<file path="config.mk">
export PLATFORM = sky130hd
export DESIGN_NAME = mm_mac
export DESIGN_NICKNAME = d
export VERILOG_FILES = /design/src/design/mm_pkg.sv /design/src/design/mm_mac.sv
export SDC_FILE = /design/constraint.sdc
export NUM_CORES = 1
export LEC_CHECK = 0
export BUFFER_PORTS_ARGS = -buffer_cell sky130_fd_sc_hd__buf_4
export CAP_MARGIN = 20
export CORE_MARGIN = 1.5
export CORE_UTILIZATION = 45
export CTS_CLUSTER_DIAMETER = 50
export CTS_CLUSTER_SIZE = 40
export DETAILED_ROUTE_END_ITERATION = 7
export PLACE_DENSITY = 0.73
export REMOVE_ABC_BUFFERS = 1
export SLEW_MARGIN = 15
export SYNTH_ARGS = -nofsm -noshare
export SYNTH_HDL_FRONTEND = slang
export SYNTH_SLANG_ARGS = --single-unit
</file>
<file path="constraint.sdc">
create_clock -name clock -period 15.86 [get_ports clock]
set_clock_uncertainty 0.05 [all_clocks]
set_input_delay 3.172 -clock clock [delete_from_list [all_inputs] [get_ports clock]]
set_output_delay 3.172 -clock clock [all_outputs]
set_load 0.01 [all_outputs]
</file>
<file path="src/design/mm_pkg.sv">
`timescale 1ns / 1ps

package mm_pkg;

   localparam int MATRIX_DIM_DEF = 64;

   localparam int ROW_W   = 6;
   localparam int COL_W   = 6;
   localparam int ELEM_W  = 16;
   localparam int PROD_W  = 32;
   localparam int ACC_W   = 48;
   localparam int OUT_W   = 32;
   localparam int SIZE_W  = 7;

   localparam logic [SIZE_W-1:0] SIZE_RESET = 7'd64;

   localparam logic [OUT_W-1:0] SAT_MAX = 32'h7FFF_FFFF;
   localparam logic [OUT_W-1:0] SAT_MIN = 32'h8000_0000;

   typedef enum logic [0:0] {
      CMD_LOAD    = 1'b0,
      CMD_COMPUTE = 1'b1
   } cmd_type;

   typedef enum logic [1:0] {
      ST_IDLE,
      ST_RUN,
      ST_DRAIN,
      ST_FINISH
   } state_type;

   typedef struct packed {
      logic clear;
      logic data_vld;
   } mac_ctl_type;

   typedef struct packed {
      logic busy;
      logic saturated;
   } mac_sts_type;

endpackage

</file>
<file path="src/design/mm_mac.sv">
`timescale 1ns / 1ps

module mm_mac (
   input  logic                                clock,
   input  logic                                reset,
   input  mm_pkg::mac_ctl_type                 mac_ctl,
   input  logic signed [mm_pkg::ELEM_W-1:0]    a_data,
   input  logic signed [mm_pkg::ELEM_W-1:0]    b_data,
   output mm_pkg::mac_sts_type                 mac_sts,
   output logic        [mm_pkg::OUT_W-1:0]     sat_value
);

   logic                                prod_vld_ff;
   logic signed [mm_pkg::PROD_W-1:0]    prod_ff;
   logic signed [mm_pkg::ACC_W-1:0]     acc_ff;
   logic signed [mm_pkg::ACC_W-1:0]     acc_in;
   logic        [mm_pkg::ACC_W-mm_pkg::OUT_W:0] acc_top;
   logic                                fits;

   always_ff @(posedge clock) begin
      if (reset) begin
         prod_vld_ff <= 1'b0;
      end else begin
         prod_vld_ff <= mac_ctl.data_vld;
      end
   end

   // product stage, then accumulate stage
   always_ff @(posedge clock) begin
      prod_ff <= a_data * b_data;
      acc_ff  <= acc_in;
   end

   always_comb begin
      acc_in = acc_ff;
      if (mac_ctl.clear) begin
         acc_in = '0;
      end else if (prod_vld_ff) begin
         acc_in = acc_ff + mm_pkg::ACC_W'(prod_ff);
      end
   end

   // sum fits in 32 bits when the top bits are all sign copies
   assign acc_top = acc_ff[mm_pkg::ACC_W-1:mm_pkg::OUT_W-1];
   assign fits    = (&acc_top) || !(|acc_top);

   assign sat_value = fits ? acc_ff[mm_pkg::OUT_W-1:0]
                    : (acc_ff[mm_pkg::ACC_W-1] ? mm_pkg::SAT_MIN : mm_pkg::SAT_MAX);

   assign mac_sts.busy      = prod_vld_ff;
   assign mac_sts.saturated = !fits;

endmodule
</file>
Word-level counts from Yosys, hierarchy flattened:

Index checks and enable logic that the tools add are counted.

* add/subtract/negate cells: 1
* multiply operators: 1
* muxes and demuxes: 2
* reductions and logical operators: 5

Operators with widths (number)
* 2-to-1 mux 32 bit: 2
* adder 48 x 32 -> 48 bit: 1
* multiplier 16 x 16 -> 32 bit: 1
* AND reduction 17 bit: 1
* OR reduction 17 bit: 1
* zero test 1 bit: 2
* logical OR 1 bit: 1

* flip-flop bits (word level): 81
* input bits: 36
* output and inout bits: 34

Depth between registers and ports, before layout:

Gate-level depths: netlist (run 1).

* depth in word-level cells: 4
* gate-level depth with buffers: 25
* mapped depth without buffers: 24

Least setup slack after synthesis (run 1):

Ideal clock, no wire load.

* kind: input to register
* from: input port a_data[10] (netlist bit)
* to: register prod_ff[28] (netlist bit)
* arrival: 8.681 ns
* data required time: 15.738 ns
* slack: 7.057 ns
* cell stages on the path: 22
* buffers on the path: 1
* cells stage by stage: clkbuf_1 -> nand2_1 -> fa_1 -> fa_1 -> fa_1 -> fa_1 -> inv_1 -> fa_1 -> inv_1 -> fa_1 -> inv_1 -> ha_1 -> a21o_1 -> a21o_1 -> a21o_1 -> nand3_1 -> a31oi_1 -> a31oi_1 -> o21ai_0 -> a21o_1 -> a21oi_1 -> xnor2_1

* cells in the longest elaborated chain, start to end: 1

RTL lines
* start: declaration: line mm_mac.sv:7 `input logic signed [mm_pkg::ELEM_W-1:0] a_data,`
* multiplier 16 x 16 -> 32 bit: line mm_mac.sv:30 `prod_ff <= a_data * b_data;`
* end signal: assignment: line mm_mac.sv:30
* end: declaration: line mm_mac.sv:14 `logic signed [mm_pkg::PROD_W-1:0] prod_ff;`

No other way between the ends.
A chain may end at the register's enable or synchronous reset.

Worst setup path in the final report (run 1):

* from: input port a_data[7] (netlist bit)
* to: register prod_ff[28] (netlist bit)

Same word-level chain as after synthesis.

==> load_flow_metrics.sql, run 1 <==
INSERT INTO impl_metrics (metric_group, metric, value, unit) VALUES
('run_status', 'result_of_the_run', 'complete, no violations', ''),
('cts', 'ctsHoldBuffers', '0', ''),
('min_path', 'holdPathEnd', 'acc_ff[40]', ''),
('logic_synthesis', 'synthDominantAreaCellType', 'sky130_fd_sc_hd__fa_1', ''),
('timing', 'final-hold-violation-count', '0', ''),
('floorplan', 'die-width', '186', 'um'),
('logic_synthesis', 'ys_dominant_reg_cell', 'sky130_fd_sc_hd__dfxtp_1', ''),
('timing', 'layout_min_cycle_time', '8.84', 'ns'),
('critical_path', 'worstSetupStartpointType', 'input port', ''),
('global_route', 'grtUsageTotal', '21.4', '%'),
('logic_synthesis', 'synth_top_cell_area_share', '34.9', '%'),
('routing', 'routed_wire_length_per_instance', '16.1', 'um'),
('critical_path', 'worst-endpoint-required', '16.07', 'ns'),
('layout', 'total_inserted_antenna_cells', '0', ''),
('cts', 'clock_tree_root', 'sky130_fd_sc_hd__clkbuf_16', ''),
('logic_synthesis', 'synth_top_cells_by_area', 'sky130_fd_sc_hd__fa_1 (35%), sky130_fd_sc_hd__dfxtp_1 (11%), sky130_fd_sc_hd__ha_1 (11%), sky130_fd_sc_hd__inv_1 (8.4%), sky130_fd_sc_hd__and2_1 (5.3%)', ''),
('logic_synthesis', 'yosysMostFrequentCell', 'sky130_fd_sc_hd__inv_1', ''),
('min_path', 'hold_path.class', 'flop to flop', ''),
('floorplan', 'num_io_pins', '70', ''),
('timing', 'slew_violations', '0', ''),
('placement', 'preCtsSetupSlack', '6.66', 'ns'),
('logic_synthesis', 'syn-cell-area', '0.0151', 'mm^2'),
('cts', 'post_cts_buffers', '0', ''),
('routing', 'ant_nets', '0', ''),
('cts', 'cts_max_level', '3', ''),
('placement', 'dp_hpwl', '28.4', 'mm'),
('logic_synthesis', 'synth.top_cells.by_count', 'sky130_fd_sc_hd__inv_1 (337), sky130_fd_sc_hd__fa_1 (263), sky130_fd_sc_hd__nand2_1 (160)', ''),
('placement', 'detailed_place.area', '0.0159', 'mm^2'),
('cts', 'insertion_delay', '0.34', 'ns'),
('floorplan', 'start_util', '46.0', '%'),
('critical_path', 'timing.rr.end', 'acc_ff[42]', ''),
('min_path', 'hold_path_depth', '2', ''),
('routing', 'detail_route.wirelength', '35.1', 'mm'),
('logic_synthesis', 'synth_area_per_cell', '8.79', 'um^2'),
('global_route', 'vias_in_the_first_global_route', '11855', ''),
('cts', 'max-clock-path-buffers', '2', ''),
('timing', 'max-slew-margin-rel', '41.2', '%'),
('layout', 'areaGrowthSynthToFinish', '7.82', '%'),
('timing', 'rsz0062_at_grt', 'false', ''),
('floorplan', 'die_y', '186', 'um'),
('routing', 'detail_route.first_pass.iterations', '6', ''),
('routing', 'avgViaCountPerCell', '5.24', ''),
('placement', 'numPlacedInstances', '2164', ''),
('timing', 'setup_tns', '0', 'ns'),
('layout', 'proportion_of_layout_cells_with_a_drive_suffix_above_1', '5.70', '%'),
('timing', 'maximum_achievable_frequency', '113', 'MHz'),
('logic_synthesis', 'number_of_synthesized_flops_with_an_enable_pin', '0', ''),
('floorplan', 'std_cell_rows', '66', ''),
('timing', 'transition_at_the_pin_with_the_smallest_max_transition_slack', '0.883', 'ns'),
('critical_path', 'critPathArrivalTime', '9.05', 'ns'),
('cts', 'tritoncts', 'done', ''),
('logic_synthesis', 'synthDistinctLibCells', '60', ''),
('timing', 'final_min_period_over_clock_period', '55.7', '%'),
('flow_run', 'max_cap_violations', '0', ''),
('global_route', 'grt_start_max_net_pins', '64', ''),
('routing', 'drc', '0', ''),
('layout', 'layout.nets', '2161', ''),
('timing', 'setup_viol', '0', ''),
('critical_path', 'worst-r2r-cell-count', '13', ''),
('cts', 'numCtsBuffers', '9', ''),
('critical_path', 'maximum_fanout_encountered_on_the_critical_timing_path', '16', ''),
('critical_path', 'regToRegSetupSlack', '11.66', 'ns'),
('cts', 'clk_pin_slew_worst_paths', '0.06', 'ns'),
('cts', 'post_cts.resized_instances', '0', ''),
('logic_synthesis', 'yosysWarningCount', '0', ''),
('logic_synthesis', 'post_synth_inst_count', '1715', ''),
('cts', 'tritoncts_num_sinks', '81', ''),
('routing', 'dr_total_vias', '11422', ''),
('critical_path', 'r2r-start', 'acc_ff[0]', ''),
('logic_synthesis', 'seq_area_frac_synth', '10.8', '%'),
('floorplan', 'core_area', '0.0328', 'mm^2');
-- area by class of cell --
cell class	instances	area, um^2
clock buffers	11	253
clock inverters	3	65.1
fillers	3046	16500
inverters	337	1260
multi-input cells	1232	12000
flip-flops and latches	81	1620
well taps	442	553
repair buffers	72	541
-- flip-flops by register name (all words and copies together), names as in the netlist --
| name | cells |
|---|---|
| acc_ff | 48 |
| prod_ff | 32 |
| prod_vld_ff | 1 |
-- placed cells by master (no fill, tap or decap), types with 3 or more instances in the layout --
cell type and n:
sky130_fd_sc_hd__inv_1 337, sky130_fd_sc_hd__fa_1 263, sky130_fd_sc_hd__nand2_1 160, sky130_fd_sc_hd__ha_1 129
sky130_fd_sc_hd__and2_1 127, sky130_fd_sc_hd__nor2_1 92, sky130_fd_sc_hd__dfxtp_1 80, sky130_fd_sc_hd__buf_4 72
sky130_fd_sc_hd__a21o_1 70, sky130_fd_sc_hd__a21oi_1 63, sky130_fd_sc_hd__xnor2_1 49, sky130_fd_sc_hd__o21ai_0 37
sky130_fd_sc_hd__mux2i_1 34, sky130_fd_sc_hd__xor2_1 23, sky130_fd_sc_hd__nand3_1 15, sky130_fd_sc_hd__a211oi_1 15
sky130_fd_sc_hd__nand2b_1 14, sky130_fd_sc_hd__a31oi_1 14, sky130_fd_sc_hd__nand4_1 12, sky130_fd_sc_hd__o21a_1 11
sky130_fd_sc_hd__o21bai_1 11, sky130_fd_sc_hd__nor2b_1 10, sky130_fd_sc_hd__nor3_1 9, sky130_fd_sc_hd__clkbuf_16 9
sky130_fd_sc_hd__and3_1 7, sky130_fd_sc_hd__o31ai_1 5, sky130_fd_sc_hd__o211ai_1 5, sky130_fd_sc_hd__nor4_1 5
sky130_fd_sc_hd__or3_1 5, sky130_fd_sc_hd__o22ai_1 4, sky130_fd_sc_hd__nor3b_1 3, sky130_fd_sc_hd__a221o_1 3
sky130_fd_sc_hd__a21boi_0 3, sky130_fd_sc_hd__a311oi_1 3
-- critical path: stages --
cell and delay, ns:
sky130_fd_sc_hd__buf_4 0.17, sky130_fd_sc_hd__and2_1 0.19, sky130_fd_sc_hd__fa_1 0.54, sky130_fd_sc_hd__inv_1 0.05, sky130_fd_sc_hd__fa_1 0.45, sky130_fd_sc_hd__fa_1 0.49
sky130_fd_sc_hd__fa_1 0.54, sky130_fd_sc_hd__inv_1 0.05, sky130_fd_sc_hd__fa_1 0.49, sky130_fd_sc_hd__inv_1 0.05, sky130_fd_sc_hd__fa_1 0.47, sky130_fd_sc_hd__inv_1 0.04
sky130_fd_sc_hd__ha_1 0.37, sky130_fd_sc_hd__a21o_1 0.21, sky130_fd_sc_hd__a21o_1 0.16, sky130_fd_sc_hd__a21o_1 0.18, sky130_fd_sc_hd__nand3_1 0.10, sky130_fd_sc_hd__a31oi_1 0.15
sky130_fd_sc_hd__a31oi_1 0.37, sky130_fd_sc_hd__o21ai_0 0.25, sky130_fd_sc_hd__a21o_1 0.22, sky130_fd_sc_hd__a21oi_1 0.17, sky130_fd_sc_hd__xnor2_1 0.14
-- cells by family (layout without fill, tap and decap cells) --
kind of cell | Yosys count | count (layout) | synth area share (%)
xor gates and xnor gates | 72 | 72 | 4.18
muxes | 35 | 35 | 2.33
and+or+nand+nor | 469 | 469 | 15.2
DFF | 81 | 81 | 10.8
buffers and inverters | 402 | 423 | 10.0
adders and majority gates | 392 | 392 | 45.6
AOI/OAI and AO/OA | 264 | 264 | 11.8
-- stage by stage --
stage | hold slack [ns] | utilization, %
final | 0.456 | 49.6
after global routing | 0.502 | 49.6
after CTS | 0.457 | 49.6
after detailed placement | 0.451 | 48.6
after global placement | 0.439 | 48.6
after floorplan | 0.419 | -
-- per-layer routing --
metal	track usage [%]	part of all wire, %	up-vias
li1	-	-	5422
met1	29.7	47	5625
met2	35.9	46	333
met3	2.60	5.7	42
met4	4.48	1.6	0
met5	0	0	-
-- worst max path at each step --
stage	depth (start not counted)	from	endpoint
3_5_place_dp	23	a_data[7]	prod_ff[28]
3_3_place_gp	23	a_data[7]	prod_ff[30]
6_report	23	a_data[7]	prod_ff[28]
5_1_grt	23	a_data[7]	prod_ff[28]
4_1_cts	23	a_data[7]	prod_ff[28]
2_1_floorplan	22	a_data[7]	prod_ff[28]
Power of run 1 is not shown: default switching activity piles up to over one toggle a cycle in this logic, so the estimate is an artifact.
==> inputs of run 2 (changes only) <==
Clock period 15.86 ns to 8.8 ns, I/O delays scaled along.
==> load_flow_metrics.sql, run 2 (synthesized netlist as in run 1, its figures left out) <==
INSERT INTO impl_metrics (metric_group, metric, value, unit) VALUES
('timing', 'layout_min_cycle_time', '7.48', 'ns'),
('cts', 'post_cts_buffers', '0', ''),
('floorplan', 'num_io_pins', '70', ''),
('routing', 'routed_wire_length_per_instance', '16.1', 'um'),
('critical_path', 'worst-endpoint-required', '9.01', 'ns'),
('layout', 'mostFrequentLayoutCells', 'sky130_fd_sc_hd__inv_1 (337), sky130_fd_sc_hd__fa_1 (263), sky130_fd_sc_hd__nand2_1 (160)', ''),
('cts', 'tritoncts', 'done', ''),
('layout', 'areaGrowthSynthToFinish', '8.00', '%'),
('critical_path', 'path_delay_family', 'adder cells', ''),
('timing', 'fin_hold_ws', '0.465', 'ns'),
('routing', 'detail_route.wirelength', '35.1', 'mm'),
('timing', 'setup_viol', '0', ''),
('global_route', 'vias_in_the_first_global_route', '11708', ''),
('timing', 'max-slew-margin-rel', '41.8', '%'),
('routing', 'drc', '0', ''),
('cts', 'cts_max_level', '3', ''),
('critical_path', 'crit_path_max_incr_delay', '0.54', 'ns'),
('cts', 'ctsHoldBuffers', '0', ''),
('floorplan', 'design.die.area', '0.0346', 'mm^2'),
('cts', 'insertion_delay', '0.33', 'ns'),
('global_route', 'grt_use_met1', '29.1', '%'),
('global_route', 'wire_length_of_the_first_global_routing_pass', '57.9', 'mm'),
('layout', 'register_with_the_most_flip_flops', 'acc_ff', ''),
('layout', 'proportion_of_layout_cells_with_a_drive_suffix_above_1', '5.75', '%'),
('critical_path', 'timing.critical_path.to_type', 'flop', ''),
('floorplan', 'core_area', '0.0328', 'mm^2'),
('cts', 'max-clock-path-buffers', '2', ''),
('global_route', 'grtUsageTotal', '21.0', '%'),
('cts', 'clock_tree_root', 'sky130_fd_sc_hd__clkbuf_16', ''),
('critical_path', 'worstSetupStartpointType', 'input port', ''),
('routing', 'avgViaCountPerCell', '5.21', ''),
('placement', 'detailed_place.area', '0.0159', 'mm^2'),
('layout', 'final_common_cell', 'sky130_fd_sc_hd__inv_1', ''),
('floorplan', 'die_y', '186', 'um'),
('timing', 'final-hold-violation-count', '0', ''),
('global_route', 'grt_overflow_total', '0', ''),
('critical_path', 'maximum_fanout_encountered_on_the_critical_timing_path', '16', ''),
('flow_run', 'max_cap_violations', '0', ''),
('global_route', 'initial_antenna_violation_count', '0', ''),
('placement', 'dp_hpwl', '28.5', 'mm'),
('timing', 'slew_violations', '0', ''),
('floorplan', 'std_cell_rows', '66', ''),
('routing', 'drt-initial-drc-count', '797', ''),
('critical_path', 'critical-path-slowest-cell', 'sky130_fd_sc_hd__fa_1', ''),
('global_route', 'grt_max_usage_layer', 'met2', ''),
('cts', 'clk_pin_slew_worst_paths', '0.07', 'ns'),
('critical_path', 'worst-path-buf-inv', '5', ''),
('floorplan', 'die-width', '186', 'um'),
('critical_path', 'critPathArrivalTime', '7.68', 'ns'),
('layout', 'max_reg_flops', '48', ''),
('critical_path', 'critPathMostFrequentCell', 'sky130_fd_sc_hd__fa_1', ''),
('routing', 'detail_route.first_pass.iterations', '5', ''),
('global_route', 'groute.layer.met3.usage', '2.37', '%'),
('critical_path', 'worstPathCellList', 'buf_4, and2_1, fa_1, inv_1, fa_1, fa_1, fa_1, inv_1, fa_1, inv_1, fa_1, inv_1, ha_1, a21o_1, a21o_1, a21o_1, nand3_1, a31oi_1, a31oi_1, o21ai_0, a21o_1, a21oi_1, xnor2_1', ''),
('routing', 'ant_nets', '0', ''),
('placement', 'port-buffer-count', '69', ''),
('floorplan', 'start_util', '46.0', '%'),
('layout', 'reg.largest.list', 'acc_ff: 48 flops, prod_ff: 32 flops, prod_vld_ff: 1 flops', ''),
('timing', 'maximum_achievable_frequency', '134', 'MHz'),
('cts', 'numCtsBuffers', '9', ''),
('layout', 'stdcell_area', '0.0163', 'mm^2'),
('layout', 'total_inserted_antenna_cells', '0', ''),
('timing', 'rsz0062_at_grt', 'false', ''),
('timing', 'final_min_period_over_clock_period', '85.0', '%'),
('layout', 'layout.nets', '2161', ''),
('run_status', 'result_of_the_run', 'complete, no violations', ''),
('min_path', 'hold_path.class', 'flop to flop', ''),
('routing', 'dr_total_vias', '11368', ''),
('cts', 'tritoncts_num_sinks', '81', ''),
('cts', 'post_cts.resized_instances', '0', ''),
('global_route', 'grt_start_max_net_pins', '64', ''),
('timing', 'setup_tns', '0', 'ns'),
('critical_path', 'worstSetupPathType', 'input port to flop', ''),
('timing', 'transition_at_the_pin_with_the_smallest_max_transition_slack', '0.874', 'ns'),
('placement', 'gp_congestion', '0.928', ''),
('global_route', 'groute.layer.met2.usage', '35.9', '%');
## run 2: final cells by class
| cell class | instances | area, um^2 |
|---|---|---|
| Clock buffer | 11 | 243 |
| Clock inverter | 5 | 103 |
| Fill cell | 3000 | 16500 |
| Inverter | 337 | 1260 |
| Multi-Input combinational cell | 1232 | 12000 |
| Sequential cell | 81 | 1620 |
| Tap cell | 442 | 553 |
| Timing Repair Buffer | 72 | 541 |
## run 2: layer usage
metal | up-vias | part of all wire [%]
li1 | 5426 | -
met1 | 5580 | 47
met2 | 330 | 46
met3 | 32 | 5.3
met4 | 0 | 1.2
met5 | - | 0
## run 2: metrics by stage
| step | setup WS (ns) | cells | utilization, % |
|---|---|---|---|
| 2_1_floorplan | 1.63 | 1650 | - |
| 3_3_place_gp | 1.08 | 2164 | 48.6 |
| 3_5_place_dp | 0.993 | 2164 | 48.6 |
| 4_1_cts | 1.36 | 2180 | 49.7 |
| 5_1_grt | 1.04 | 2180 | 49.7 |
| 6_report | 1.32 | 2180 | 49.7 |
## run 2: final timing paths
check,start,endpoint,slack [ns],cells after the start
worst min-delay path,acc_ff[39],acc_ff[39],0.47,2
worst max-delay path,a_data[7],prod_ff[28],1.32,23
worst max register to register,acc_ff[0],acc_ff[42],4.56,13
worst min register to register,acc_ff[39],acc_ff[39],0.47,2
## run 2: worst min-delay path: cells and delay by family, from the launching register on
family	cells	cell delay (ns)
AND/OR/NAND/NOR	1	0.08
AO/OA/AOI/OAI	1	0.05
flip-flops	1	0.34
Power of run 2 is left out for the same reason.
==> inputs of run 3 (changes only) <==
Settings changed: ABC_AREA set to 1, PLACE_DENSITY 0.73 to 0.76.
Clock period 8.8 ns to 6.8 ns, I/O delays scaled along.
==> load_flow_metrics.sql, run 3 <==
INSERT INTO impl_metrics (metric_group, metric, value, unit) VALUES
('logic_synthesis', 'post_synth_inst_count', '2473', ''),
('floorplan', 'start_util', '45.7', '%'),
('run_status', 'result_of_the_run', 'complete, no violations', ''),
('layout', 'area_taken_by_multi_input_logic_gates', '0.0126', 'mm^2'),
('logic_synthesis', 'ys_ff_latch', '81', ''),
('logic_synthesis', 'yosysWarningCount', '0', ''),
('cts', 'ctsHoldBuffers', '0', ''),
('cts', 'numCtsBuffers', '9', ''),
('layout', 'seq_area', '0.00162', 'mm^2'),
('floorplan', 'die_y', '199', 'um'),
('critical_path', 'worstPathCellList', 'buf_4, nand2_1, fa_1, inv_1, fa_1, inv_1, fa_1, fa_1, inv_1, fa_1, inv_1, fa_1, inv_1, ha_1, a21oi_1, o21ai_0, a21oi_1, nand3_2, a21oi_2, xor2_1', ''),
('timing', 'rsz0062_at_grt', 'false', ''),
('timing', 'transition_at_the_pin_with_the_smallest_max_transition_slack', '0.872', 'ns'),
('timing', 'layout_min_cycle_time', '6.37', 'ns'),
('cts', 'post_cts_buffers', '0', ''),
('layout', 'reg.largest.list', 'acc_ff: 48 flops, prod_ff: 32 flops, prod_vld_ff: 1 flops', ''),
('logic_synthesis', 'syn-cell-area', '0.0173', 'mm^2'),
('timing', 'postLayoutSetupSlackWorst', '0.426', 'ns'),
('floorplan', 'core_area', '0.0378', 'mm^2'),
('layout', 'mostFrequentLayoutCells', 'sky130_fd_sc_hd__inv_1 (707), sky130_fd_sc_hd__nand2_1 (597), sky130_fd_sc_hd__fa_1 (263)', ''),
('critical_path', 'worst-path-buf-inv', '6', ''),
('min_path', 'hold_path_depth', '2', ''),
('logic_synthesis', 'synth.top_cells.by_count', 'sky130_fd_sc_hd__inv_1 (707), sky130_fd_sc_hd__nand2_1 (597), sky130_fd_sc_hd__fa_1 (263)', ''),
('timing', 'max-slew-margin-rel', '41.8', '%'),
('timing', 'setup_viol', '0', ''),
('critical_path', 'path_depth', '20', ''),
('cts', 'tritoncts_num_sinks', '81', ''),
('placement', 'dp_hpwl', '40.7', 'mm'),
('layout', 'n_fill_cell', '3720', ''),
('timing', 'setup_tns', '0', 'ns'),
('logic_synthesis', 'synthArstFlopShare', '0', '%'),
('global_route', 'grt_start_max_net_pins', '49', ''),
('cts', 'post_cts.resized_instances', '0', ''),
('critical_path', 'path_delay_family', 'adder cells', ''),
('floorplan', 'die-width', '199', 'um'),
('floorplan', 'std_cell_rows', '71', ''),
('cts', 'tritoncts', 'done', ''),
('critical_path', 'worstSetupPathType', 'input port to flop', ''),
('global_route', 'wire_length_of_the_first_global_routing_pass', '78.3', 'mm'),
('logic_synthesis', 'number_of_synthesized_flops_with_an_enable_pin', '0', ''),
('floorplan', 'design.die.area', '0.0396', 'mm^2'),
('logic_synthesis', 'ys_dominant_reg_cell', 'sky130_fd_sc_hd__dfxtp_1', ''),
('logic_synthesis', 'synth_area_per_cell', '6.98', 'um^2'),
('min_path', 'hold_path.class', 'flop to flop', ''),
('critical_path', 'maximum_fanout_encountered_on_the_critical_timing_path', '9', ''),
('layout', 'areaGrowthSynthToFinish', '7.27', '%'),
('floorplan', 'num_io_pins', '70', ''),
('cts', 'clk_pin_slew_worst_paths', '0.07', 'ns'),
('routing', 'avgViaCountPerCell', '4.99', ''),
('critical_path', 'worst-endpoint-required', '7.03', 'ns'),
('logic_synthesis', 'synthDominantAreaCellType', 'sky130_fd_sc_hd__fa_1', ''),
('critical_path', 'critPathArrivalTime', '6.61', 'ns'),
('timing', 'final-hold-violation-count', '0', ''),
('timing', 'slew_violations', '0', ''),
('critical_path', 'critical-path-slowest-cell', 'sky130_fd_sc_hd__fa_1', ''),
('routing', 'detail_route.first_pass.iterations', '5', ''),
('global_route', 'initial_antenna_violation_count', '0', ''),
('logic_synthesis', 'seq_area_frac_synth', '9.39', '%'),
('logic_synthesis', 'synth_top_cell_area_share', '30.5', '%'),
('logic_synthesis', 'synth_top_cells_by_area', 'sky130_fd_sc_hd__fa_1 (30%), sky130_fd_sc_hd__inv_1 (15%), sky130_fd_sc_hd__nand2_1 (13%), sky130_fd_sc_hd__dfxtp_1 (9.4%), sky130_fd_sc_hd__ha_1 (9.3%)', ''),
('timing', 'final_min_period_over_clock_period', '93.7', '%'),
('routing', 'routed_wire_length_per_instance', '15.8', 'um'),
('routing', 'drc', '0', ''),
('flow_run', 'max_cap_violations', '0', ''),
('global_route', 'grt_overflow_total', '0', ''),
('routing', 'drt-initial-drc-count', '984', ''),
('layout', 'proportion_of_layout_cells_with_a_drive_suffix_above_1', '7.30', '%'),
('global_route', 'vias_in_the_first_global_route', '15926', ''),
('critical_path', 'critPathMostFrequentCell', 'sky130_fd_sc_hd__fa_1', ''),
('placement', 'port-buffer-count', '69', ''),
('layout', 'final_common_cell', 'sky130_fd_sc_hd__inv_1', ''),
('layout', 'max_reg_flops', '48', ''),
('routing', 'dr_total_vias', '14992', ''),
('layout', 'layout.nets', '2916', ''),
('cts', 'max-clock-path-buffers', '2', ''),
('critical_path', 'worstSetupStartpointType', 'input port', ''),
('cts', 'clock_tree_root', 'sky130_fd_sc_hd__clkbuf_16', ''),
('logic_synthesis', 'yosysMostFrequentCell', 'sky130_fd_sc_hd__inv_1', ''),
('layout', 'total_inserted_antenna_cells', '0', ''),
('timing', 'maximum_achievable_frequency', '157', 'MHz'),
('cts', 'cts_max_level', '3', ''),
('critical_path', 'crit_path_max_incr_delay', '0.63', 'ns'),
('layout', 'register_with_the_most_flip_flops', 'acc_ff', ''),
('placement', 'gp_congestion', '1.01', ''),
('routing', 'ant_nets', '0', ''),
('global_route', 'grtUsageTotal', '25.2', '%'),
('critical_path', 'timing.critical_path.to_type', 'flop', ''),
('cts', 'insertion_delay', '0.36', 'ns'),
('critical_path', 'worst-r2r-cell-count', '11', ''),
('placement', 'preCtsSetupSlack', '0.0688', 'ns'),
('logic_synthesis', 'synthDistinctLibCells', '49', ''),
('routing', 'detail_route.wirelength', '47.5', 'mm');
run 3: cell families (layout without fill, tap and decap cells):
logic type                 count (synthesis)  count (layout)  share of synthesized area [%]
buffers and inverters                    790             810                           17.5
DFF                                       81              81                           9.39
and+or+nand+nor                          890             890                           21.4
AOI/OAI and AO/OA                        265             265                           9.02
adders and majority gates                392             392                           39.8
xor gates and xnor gates                  55              55                           2.79
run 3: layout make-up:
cell class                      instances  share of cell area, %
Multi-Input combinational cell       1602                   68.1
Inverter                              709                   14.4
Sequential cell                        81                   8.75
Timing Repair Buffer                   85                   3.51
Tap cell                              511                   3.45
Clock buffer                            9                   1.22
Clock inverter                          7                  0.574
run 3: worst register-to-register path, cell delays in order (launching register included):
cell	delay, ns
sky130_fd_sc_hd__dfxtp_1	0.85
sky130_fd_sc_hd__ha_1	0.45
sky130_fd_sc_hd__nand2_1	0.18
sky130_fd_sc_hd__inv_1	0.06
sky130_fd_sc_hd__a21oi_1	0.28
sky130_fd_sc_hd__nand2_1	0.12
sky130_fd_sc_hd__a21oi_1	0.19
sky130_fd_sc_hd__nand3_1	0.10
sky130_fd_sc_hd__nand2_1	0.07
sky130_fd_sc_hd__nand3_1	0.14
sky130_fd_sc_hd__nand2_1	0.10
sky130_fd_sc_hd__inv_1	0.04
run 3: through the flow:
stage,util (%),cells,area (um^2),hold WS [ns]
2_1_floorplan,-,2392,16900,0.402
3_3_place_gp,48.2,2988,18200,0.420
3_5_place_dp,48.2,2988,18200,0.446
4_1_cts,49.1,3004,18500,0.454
5_1_grt,49.1,3004,18500,0.489
6_report,49.1,3004,18500,0.452
run 3: final timing paths:
check | slack (ns) | startpoint | end
worst max-delay path | 0.43 | b_data[4] | prod_ff[28]
worst min-delay path | 0.45 | acc_ff[0] | acc_ff[0]
worst max register to register | 4.07 | prod_ff[31] | acc_ff[39]
worst min register to register | 0.45 | acc_ff[0] | acc_ff[0]
run 3: routing by layer:
| layer | GRT usage (%) | share of wire, % | vias up |
|---|---|---|---|
| met3 | 2.27 | 5.8 | 97 |
| met2 | 44.3 | 48 | 491 |
| met1 | 31.7 | 42 | 7119 |
| li1 | - | - | 7285 |
| met4 | 10.2 | 3.4 | 0 |
| met5 | 0 | 0 | - |
Power of run 3 is left out for the same reason.
